<file path="src/rtl/core/active_slot_tier_arbiter_defines.svh">
// Assertion helpers for the tier arbiter.
`ifndef ACTIVE_SLOT_TIER_ARBITER_DEFINES_SVH
`define ACTIVE_SLOT_TIER_ARBITER_DEFINES_SVH

// Same-cycle implication, clocked on clk_i, off during reset.
`define ASTA_ASSERT_IMP(lbl, ante, cons, msg) \
  lbl: assert property (@(posedge clk_i) disable iff (!rst_ni) (ante) |-> (cons)) \
    else $error(msg);

// Next-cycle implication.
`define ASTA_ASSERT_NXT(lbl, ante, cons, msg) \
  lbl: assert property (@(posedge clk_i) disable iff (!rst_ni) (ante) |=> (cons)) \
    else $error(msg);

`endif

</file>
<file path="src/rtl/core/asta_pkg.sv">
`default_nettype none

package asta_pkg;

  localparam int SLOTS = 16;
  localparam int STAMP_BITS = 32;
  localparam int IDX_BITS = $clog2(SLOTS);

  typedef enum logic [2:0] {
    TIER_ALARM  = 3'd0,
    TIER_PICK   = 3'd1,
    TIER_HOLDER = 3'd2,
    TIER_ACTIVE = 3'd3,
    TIER_PLAIN  = 3'd4
  } tier_e;

  typedef struct packed {
    logic [3:0] slot;
    logic       eligible;
    logic       shows_alarm;
    logic [1:0] alarm_priority;
    logic       operator_pick;
    logic       pass_end;
  } in_rec_t;

  typedef struct packed {
    logic       winner_valid;
    logic [3:0] winner_slot;
    logic       winner_alarm;
    logic       active_changed;
  } out_rec_t;

  // one record as it is processed: go = processed this cycle,
  // live = eligible and slot inside the store
  typedef struct packed {
    logic    go;
    logic    live;
    in_rec_t data;
  } rec_t;

endpackage

`default_nettype wire

</file>
<file path="src/rtl/core/asta_stamp_store.sv">
`default_nettype none

module asta_stamp_store (
  input  wire logic                         clk_i,
  input  wire logic                         rst_ni,
  input  wire asta_pkg::rec_t               rec_i,
  output logic [asta_pkg::STAMP_BITS-1:0]   stamp_o
);
  import asta_pkg::*;

  logic [STAMP_BITS-1:0] store_q [SLOTS];
  logic [STAMP_BITS-1:0] cnt_q, cnt_d, cnt_inc;
  logic [STAMP_BITS-1:0] cur, wr_val;
  logic [IDX_BITS-1:0]   idx;
  logic                  wr_en;

  assign idx     = IDX_BITS'(rec_i.data.slot);
  assign cur     = store_q[idx];
  assign cnt_inc = cnt_q + STAMP_BITS'(1);

  always_comb begin
    cnt_d  = cnt_q;
    wr_en  = 1'b0;
    wr_val = '0;
    stamp_o = '0;
    if (rec_i.go && rec_i.live) begin
      if (rec_i.data.shows_alarm) begin
        if (cur == '0) begin
          cnt_d  = (cnt_inc == '0) ? STAMP_BITS'(1) : cnt_inc;
          wr_en  = 1'b1;
          wr_val = cnt_d;
          stamp_o = cnt_d;
        end else begin
          stamp_o = cur;
        end
      end else begin
        wr_en = 1'b1;
      end
    end
  end

  always_ff @(posedge clk_i or negedge rst_ni) begin
    if (!rst_ni) begin
      cnt_q <= '0;
      for (int i = 0; i < SLOTS; i++) begin
        store_q[i] <= '0;
      end
    end else begin
      cnt_q <= cnt_d;
      if (wr_en) begin
        store_q[idx] <= wr_val;
      end
    end
  end

endmodule

`default_nettype wire

</file>
<file path="src/rtl/core/asta_score.sv">
`default_nettype none

module asta_score (
  input  wire logic                         clk_i,
  input  wire logic                         rst_ni,
  input  wire asta_pkg::rec_t               rec_i,
  input  wire logic [asta_pkg::STAMP_BITS-1:0] stamp_i,
  output logic                              res_fire_o,
  output asta_pkg::out_rec_t                res_o
);
  import asta_pkg::*;

  logic                  found_q, found_d;
  logic [3:0]            idx_q, idx_d;
  tier_e                 tier_q, tier_d;
  logic [1:0]            prio_q, prio_d;
  logic [STAMP_BITS-1:0] bstamp_q, bstamp_d;
  logic                  act_valid_q, act_valid_d;
  logic [3:0]            act_idx_q, act_idx_d;
  logic                  hold_valid_q, hold_valid_d;
  logic [3:0]            hold_idx_q, hold_idx_d;

  tier_e      tier_c;
  logic [1:0] prio_c;
  logic       outranks, take;
  logic       e_found;
  logic [3:0] e_idx;
  tier_e      e_tier;
  logic [1:0] e_prio;
  logic [STAMP_BITS-1:0] e_stamp;
  logic [3:0] widx;
  logic       walarm;

  always_comb begin
    prio_c = '0;
    if (rec_i.data.shows_alarm) begin
      tier_c = TIER_ALARM;
      prio_c = rec_i.data.alarm_priority;
    end else if (rec_i.data.operator_pick) begin
      tier_c = TIER_PICK;
    end else if (hold_valid_q && rec_i.data.slot == hold_idx_q) begin
      tier_c = TIER_HOLDER;
    end else if (act_valid_q && rec_i.data.slot == act_idx_q) begin
      tier_c = TIER_ACTIVE;
    end else begin
      tier_c = TIER_PLAIN;
    end

    if (tier_c != tier_q) begin
      outranks = tier_c < tier_q;
    end else if (tier_c != TIER_ALARM) begin
      outranks = 1'b0;
    end else if (prio_c != prio_q) begin
      outranks = prio_c < prio_q;
    end else begin
      outranks = stamp_i < bstamp_q;
    end

    take = rec_i.go && rec_i.live && (!found_q || outranks);

    e_found = found_q | take;
    e_idx   = take ? rec_i.data.slot : idx_q;
    e_tier  = tier_q;
    if (take) begin
      e_tier = tier_c;
    end
    e_prio  = take ? prio_c : prio_q;
    e_stamp = take ? stamp_i : bstamp_q;

    widx   = e_found ? e_idx : 4'd0;
    walarm = e_found && (e_tier == TIER_ALARM);

    res_fire_o = rec_i.go && rec_i.data.pass_end;
    res_o.winner_valid   = e_found;
    res_o.winner_slot    = widx;
    res_o.winner_alarm   = walarm;
    res_o.active_changed = e_found ? (!act_valid_q || act_idx_q != widx) : act_valid_q;

    found_d  = e_found;
    idx_d    = e_idx;
    tier_d   = e_tier;
    prio_d   = e_prio;
    bstamp_d = e_stamp;
    act_valid_d  = act_valid_q;
    act_idx_d    = act_idx_q;
    hold_valid_d = hold_valid_q;
    hold_idx_d   = hold_idx_q;
    if (res_fire_o) begin
      act_valid_d = e_found;
      act_idx_d   = widx;
      if (e_found && !walarm) begin
        hold_valid_d = 1'b1;
        hold_idx_d   = widx;
      end
      found_d  = 1'b0;
      idx_d    = '0;
      tier_d   = TIER_PLAIN;
      prio_d   = '0;
      bstamp_d = '0;
    end
  end

  always_ff @(posedge clk_i or negedge rst_ni) begin
    if (!rst_ni) begin
      found_q      <= 1'b0;
      idx_q        <= '0;
      tier_q       <= TIER_PLAIN;
      prio_q       <= '0;
      bstamp_q     <= '0;
      act_valid_q  <= 1'b0;
      act_idx_q    <= '0;
      hold_valid_q <= 1'b0;
      hold_idx_q   <= '0;
    end else begin
      found_q      <= found_d;
      idx_q        <= idx_d;
      tier_q       <= tier_d;
      prio_q       <= prio_d;
      bstamp_q     <= bstamp_d;
      act_valid_q  <= act_valid_d;
      act_idx_q    <= act_idx_d;
      hold_valid_q <= hold_valid_d;
      hold_idx_q   <= hold_idx_d;
    end
  end

endmodule

`default_nettype wire

</file>
<file path="src/rtl/core/active_slot_tier_arbiter.sv">
// Channel | Dir | Handshake             | Payload
// in      | in  | in_valid_i/in_stall_o  | in_data_i  (asta_pkg::in_rec_t)
// out     | out | out_valid_o/out_stall_i| out_data_o (asta_pkg::out_rec_t)
//
// One record per cycle unless the input stalls; the output takes one result
// per pass. A record sits in the input register while the stamp lookup, tier
// compare and state update run; its pass result goes into the output register
// when the pass_end record is processed, which raises out_valid_o.
// Only a pass_end record facing a stalled full output register stalls the input.
// Reset clears stamps, the counter, active and holder state at once.
`default_nettype none

`include "active_slot_tier_arbiter_defines.svh"

module active_slot_tier_arbiter (
  input  wire logic               clk_i,
  input  wire logic               rst_ni,
  input  wire logic               in_valid_i,
  output logic                    in_stall_o,
  input  wire asta_pkg::in_rec_t  in_data_i,
  output logic                    out_valid_o,
  input  wire logic               out_stall_i,
  output asta_pkg::out_rec_t      out_data_o
);
  import asta_pkg::*;

  logic     in_valid_q, in_valid_d;
  in_rec_t  in_q;
  logic     out_valid_q, out_valid_d;
  out_rec_t out_q;
  logic     in_fire, proc_go, out_blocked;
  rec_t     rec;
  logic [STAMP_BITS-1:0] stamp;
  logic     res_fire;
  out_rec_t res;

  assign out_blocked = out_valid_q && out_stall_i;
  assign proc_go     = in_valid_q && !(in_q.pass_end && out_blocked);
  assign in_stall_o  = in_valid_q && !proc_go;
  assign in_fire     = in_valid_i && !in_stall_o;
  assign in_valid_d  = in_fire || (in_valid_q && !proc_go);
  assign out_valid_d = res_fire || out_blocked;

  assign rec.go   = proc_go;
  assign rec.live = in_q.eligible && (32'(in_q.slot) < 32'(SLOTS));
  assign rec.data = in_q;

  asta_stamp_store u_stamp (
    .clk_i   (clk_i),
    .rst_ni  (rst_ni),
    .rec_i   (rec),
    .stamp_o (stamp)
  );

  asta_score u_score (
    .clk_i      (clk_i),
    .rst_ni     (rst_ni),
    .rec_i      (rec),
    .stamp_i    (stamp),
    .res_fire_o (res_fire),
    .res_o      (res)
  );

  always_ff @(posedge clk_i or negedge rst_ni) begin
    if (!rst_ni) begin
      in_valid_q  <= 1'b0;
      out_valid_q <= 1'b0;
    end else begin
      in_valid_q  <= in_valid_d;
      out_valid_q <= out_valid_d;
    end
  end

  always_ff @(posedge clk_i) begin
    if (in_fire) begin
      in_q <= in_data_i;
    end
    if (res_fire) begin
      out_q <= res;
    end
  end

  assign out_valid_o = out_valid_q;
  assign out_data_o  = out_q;

  `ASTA_ASSERT_IMP(a_no_overwrite, res_fire, !out_blocked, "result overwrote a held result")
  `ASTA_ASSERT_IMP(a_stall_only_full, in_stall_o, in_q.pass_end && out_blocked, "stall without cause")
  `ASTA_ASSERT_IMP(a_none_zero, out_valid_q && !out_q.winner_valid,
                   out_q.winner_slot == 4'd0 && !out_q.winner_alarm, "empty winner not zero")
  `ASTA_ASSERT_NXT(a_pass_result, proc_go && in_q.pass_end, out_valid_q, "pass end lost result")

endmodule

`default_nettype wire
</file>
<file path="config.mk">
export PLATFORM = sky130hd
export DESIGN_NAME = active_slot_tier_arbiter
export DESIGN_NICKNAME = d
export VERILOG_FILES = /design/src/rtl/core/asta_pkg.sv /design/src/rtl/core/asta_stamp_store.sv /design/src/rtl/core/asta_score.sv /design/src/rtl/core/active_slot_tier_arbiter.sv
export VERILOG_INCLUDE_DIRS = /design/src /design/src/rtl/core
export SDC_FILE = /design/constraint.sdc
export NUM_CORES = 1
export LEC_CHECK = 0
export BUFFER_PORTS_ARGS = -buffer_cell sky130_fd_sc_hd__buf_2
export CAP_MARGIN = 20
export CELL_PAD_IN_SITES_DETAIL_PLACEMENT = 0
export CELL_PAD_IN_SITES_GLOBAL_PLACEMENT = 2
export CORE_MARGIN = 2
export CORE_UTILIZATION = 26
export CTS_CLUSTER_SIZE = 10
export DETAILED_ROUTE_END_ITERATION = 10
export PLACE_DENSITY_LB_ADDON = 0.1
export SYNTH_ARGS = -nofsm -noshare
export SYNTH_HDL_FRONTEND = slang
export SYNTH_SLANG_ARGS = --single-unit
</file>
<file path="constraint.sdc">
create_clock -name clk_i -period 13 [get_ports clk_i]
set_input_delay 2.6 -clock clk_i [delete_from_list [all_inputs] [get_ports clk_i]]
set_output_delay 2.6 -clock clk_i [all_outputs]
set_load 0.005 [all_outputs]
</file>
==> results.md <==
* Setup TNS at 0 ns
* Synthesized area per cell at 10.8 µm²
* CP most frequent cell: a21o_1
* Worst-path clk slew at 0.05 ns
* DRC at 0
* WS Path Type: flip-flop to flip-flop
* Lkg Pwr at 0.0139 µW
* Share of cells above drive strength 1 at 15.1%
* Dpl cells at 3898
* Cts repair resizes at 0
* Post-Place Setup Slack at 3.97 ns
* Die width at 336 µm
* Max incr delay on CP at 0.88 ns
* DRT Wirelength at 100 mm
* Slew @ Worst Pin at 1.05 ns
* EDFF count, synth at 17
* Iter 0 DRT Violations at 1291
* FF-to-FF Start: in_q[7]
* CP max FO at 46
* Power Dens Cells at 138 nW/µm²
* Outcome: finished, final reports clean
* Net Count, Synth at 2696
* Vias in the first global route at 20.7k
* Vias at 19.7k
* Initial Utilization at 26.2%
* H-tree Lvls at 3
* Sequential-to-total area share from yosys stat at 54.1%
* Number of port buffers at 22
* Largest net degree at the start of global routing at 155
* Setup WS post-layout at 4.09 ns
* Hold buffer count at cts at 0
* Setup bufs post-CTS at 0
* Worst Setup End Kind: flip-flop
* Die area at 113000 µm²
* GRT Overall Usage at 18.2%
* Startpoint Class: flip-flop
* Part of the cycle the worst path needs at 68.6%
* Post-layout nets at 2620
* Achievable Freq at 112 MHz
* HP Class: flip-flop to flip-flop
* Post-synthesis cell count at 2645
* DRT Pass-1 Iters at 5
* Area of the multi-input gates at 12100 µm²
* Synth Flop Type: dfrtp_1
* Syn. warnings at 0
* IO Pins at 23
* DR WL/cell at 24.8 µm
* Crit-path cells: buf_4 > mux4_2 > a22oi_1 > nand2_1 > nor4_1 > nand4_1 > nor2_4 > nand2_4 > or2_1 > o2bb2ai_1 > ha_1 > a21o_1 > a21o_1 > a21o_1 > a2111oi_0 > o31ai_1 > a2111oi_0 > o21ai_1 > nor2_4 > mux2i_1 > and3_1 > nor2_1 > a31oi_1
* Netlist cell types at 73
* Hold Crit Start: u_stamp.store_q[10]
* Clk buf depth at 3
* Rel. slew slack at 30.2%
* Core ar. at 109000 µm²
* R2r endpoint: u_score.hold_idx_q[0]
* TritonCTS Buffers at 81
* Peak supply drop at 0.0000922 V
* CP arrival at 9.46 ns
* Final Max Slew Viols at 0
* Final std cells w/o fill at 4036
* Final clock skew at 0.0169 ns
* Netlist Area Pre-Place at 28600 µm²
* # rows at 121
* Post-synth top cells: 598 x nand2_1, 597 x dfrtp_1, 427 x o21ai_0
* Antenna viol nets, final at 0
* Area leader, netlist: dfrtp_1
* RSZ-0062 raised after global routing: false
* Antenna violations before repair at 2
* Final Setup Violations at 0
* Area delta synth->final at 14.0%
* R2R cell count at 23
* Layout filler cell count at 11.3k
* #FFs+latches synth at 615
* Clock root cell: clkbuf_16
* Top-count cell post-synth: nand2_1
* Req. time, crit path at 13.55 ns
* CP max-delay cell: nor4_1
* Global route overflow at 0
* Hpwl dp at 59.9 mm
* Clock sink count at 615
* Die Y-Extent at 336 µm
* Ys async rst share at 97.2%
* GP Congestion at 0.801
* Hold-critical path depth at 2
* Fin. Hold Viols at 0
* Worst Hold End: u_stamp.store_q[10]
* First-pass GRT wire length at 149 mm
* Final min period at 8.91 ns
* Register area at 15500 µm²
* Max Cap Viol at 0
* Synth top area share at 52.3%
* Clk_lat worst skew at 0.65 ns
* Synth area leaders: dfrtp_1 52%, mux4_2 10%, nand2_1 7.9%
* Via density at 4.88
* R2r setup slk at 4.09 ns
* CTS tree: built
-- stage by stage --
| stage | util (%) | hold slack [ns] | total power [µW] | area (µm²) |
|---|---|---|---|---|
| 2_1_floorplan | - | 0.433 | 2230 | 28600 |
| 3_3_place_gp | 27.6 | 0.454 | 2400 | 30000 |
| 3_5_place_dp | 27.6 | 0.466 | 2390 | 30000 |
| 4_1_cts | 29.9 | 0.478 | 4600 | 32600 |
| 5_1_grt | 29.9 | 0.493 | 4720 | 32600 |
| 6_report | 29.9 | 0.472 | 4510 | 32600 |
-- worst max-delay path: cells and delay by family (launching register included) --
family / cells / cell delay (ns)
buffers and inverters: 1 / 0.64
adders and majority gates: 1 / 0.29
AOI/OAI and AO/OA: 10 / 2.64
and+or+nand+nor: 9 / 3.65
DFF: 1 / 0.83
muxes: 2 / 0.75
-- state kept, by name (all words and copies together), names as in the netlist --
register and flops:
u_score.act_valid_q 1, u_score.tier_q 3, u_score.found_q 1, u_score.hold_idx_q 4, out_valid_o 1, u_score.hold_valid_q 1
in_valid_q 1, u_score.prio_q 2, out_data_o 7, u_score.act_idx_q 4, u_score.bstamp_q 32, u_stamp.store_q 512
u_score.idx_q 4, u_stamp.cnt_q 32, in_q 10
-- per-layer routing --
metal	up-vias	track usage, %	routed length [µm]
li1	9179	-	-
met2	300	30.5	48100
met4	2	4.52	2420
met3	119	2.75	3220
met5	-	0	11
met1	10100	24.6	46300
-- layout make-up --
cell class | instances | area share (%)
antenna | 1 | 0.00768
tap | 1414 | 5.43
inverter | 47 | 0.541
clock inverter | 10 | 0.226
sequential | 615 | 47.5
clock buffer | 125 | 7.53
timing repair buffer | 70 | 1.69
multi-input combinational | 1754 | 37.1
-- kinds of logic (layout without fill, tap and decap cells) --
kind of cell / after synthesis / count (layout) / synth area share (%)
muxes: 185 / 185 / 12.3
AOI/OAI and AO/OA: 683 / 683 / 13.9
adders and majority gates: 37 / 37 / 1.62
xor gates and xnor gates: 46 / 46 / 1.41
and+or+nand+nor: 803 / 803 / 12.5
buffers and inverters: 276 / 252 / 4.12
DFF: 615 / 615 / 54.1
other: 0 / 1 / 0
-- placed cells by master (no fill, tap or decap), types with 24 or more instances in the layout --
master / synthesis / routed
ha_1: 37 / 37
mux4_2: 128 / 128
xnor2_1: 26 / 26
o21ai_0: 427 / 427
a22o_1: 47 / 47
clkbuf_16: 0 / 82
inv_1: 46 / 46
dfrtp_1: 597 / 597
nand2_1: 598 / 598
mux2_2: 36 / 36
o21ai_1: 61 / 61
a22oi_1: 66 / 66
buf_4: 6 / 43
nor2_1: 55 / 52
clkbuf_8: 0 / 24
-- how the worst max path moves through the flow --
| stage | start | endpoint | slack (ns) | cells after the start |
|---|---|---|---|---|
| 3_3_place_gp | in_q[7] | u_score.hold_idx_q[0] | 4.02 | 23 |
| 3_5_place_dp | in_q[7] | u_score.hold_idx_q[0] | 3.97 | 23 |
| 4_1_cts | in_q[7] | u_score.hold_idx_q[0] | 3.91 | 23 |
| 6_report | in_q[7] | u_score.hold_idx_q[0] | 4.09 | 23 |
| 5_1_grt | in_q[7] | u_score.hold_idx_q[0] | 3.17 | 23 |
| 2_1_floorplan | out_stall_i | out_data_o[0] | 5.62 | 21 |
-- report_power, final --
group          internal [µW]  switching [µW]  total, µW
logic                    101             241        342
clock network           1290             873       2160
registers               1970            42.4       2010
Note: power is estimated with default switching activity, not from simulation.
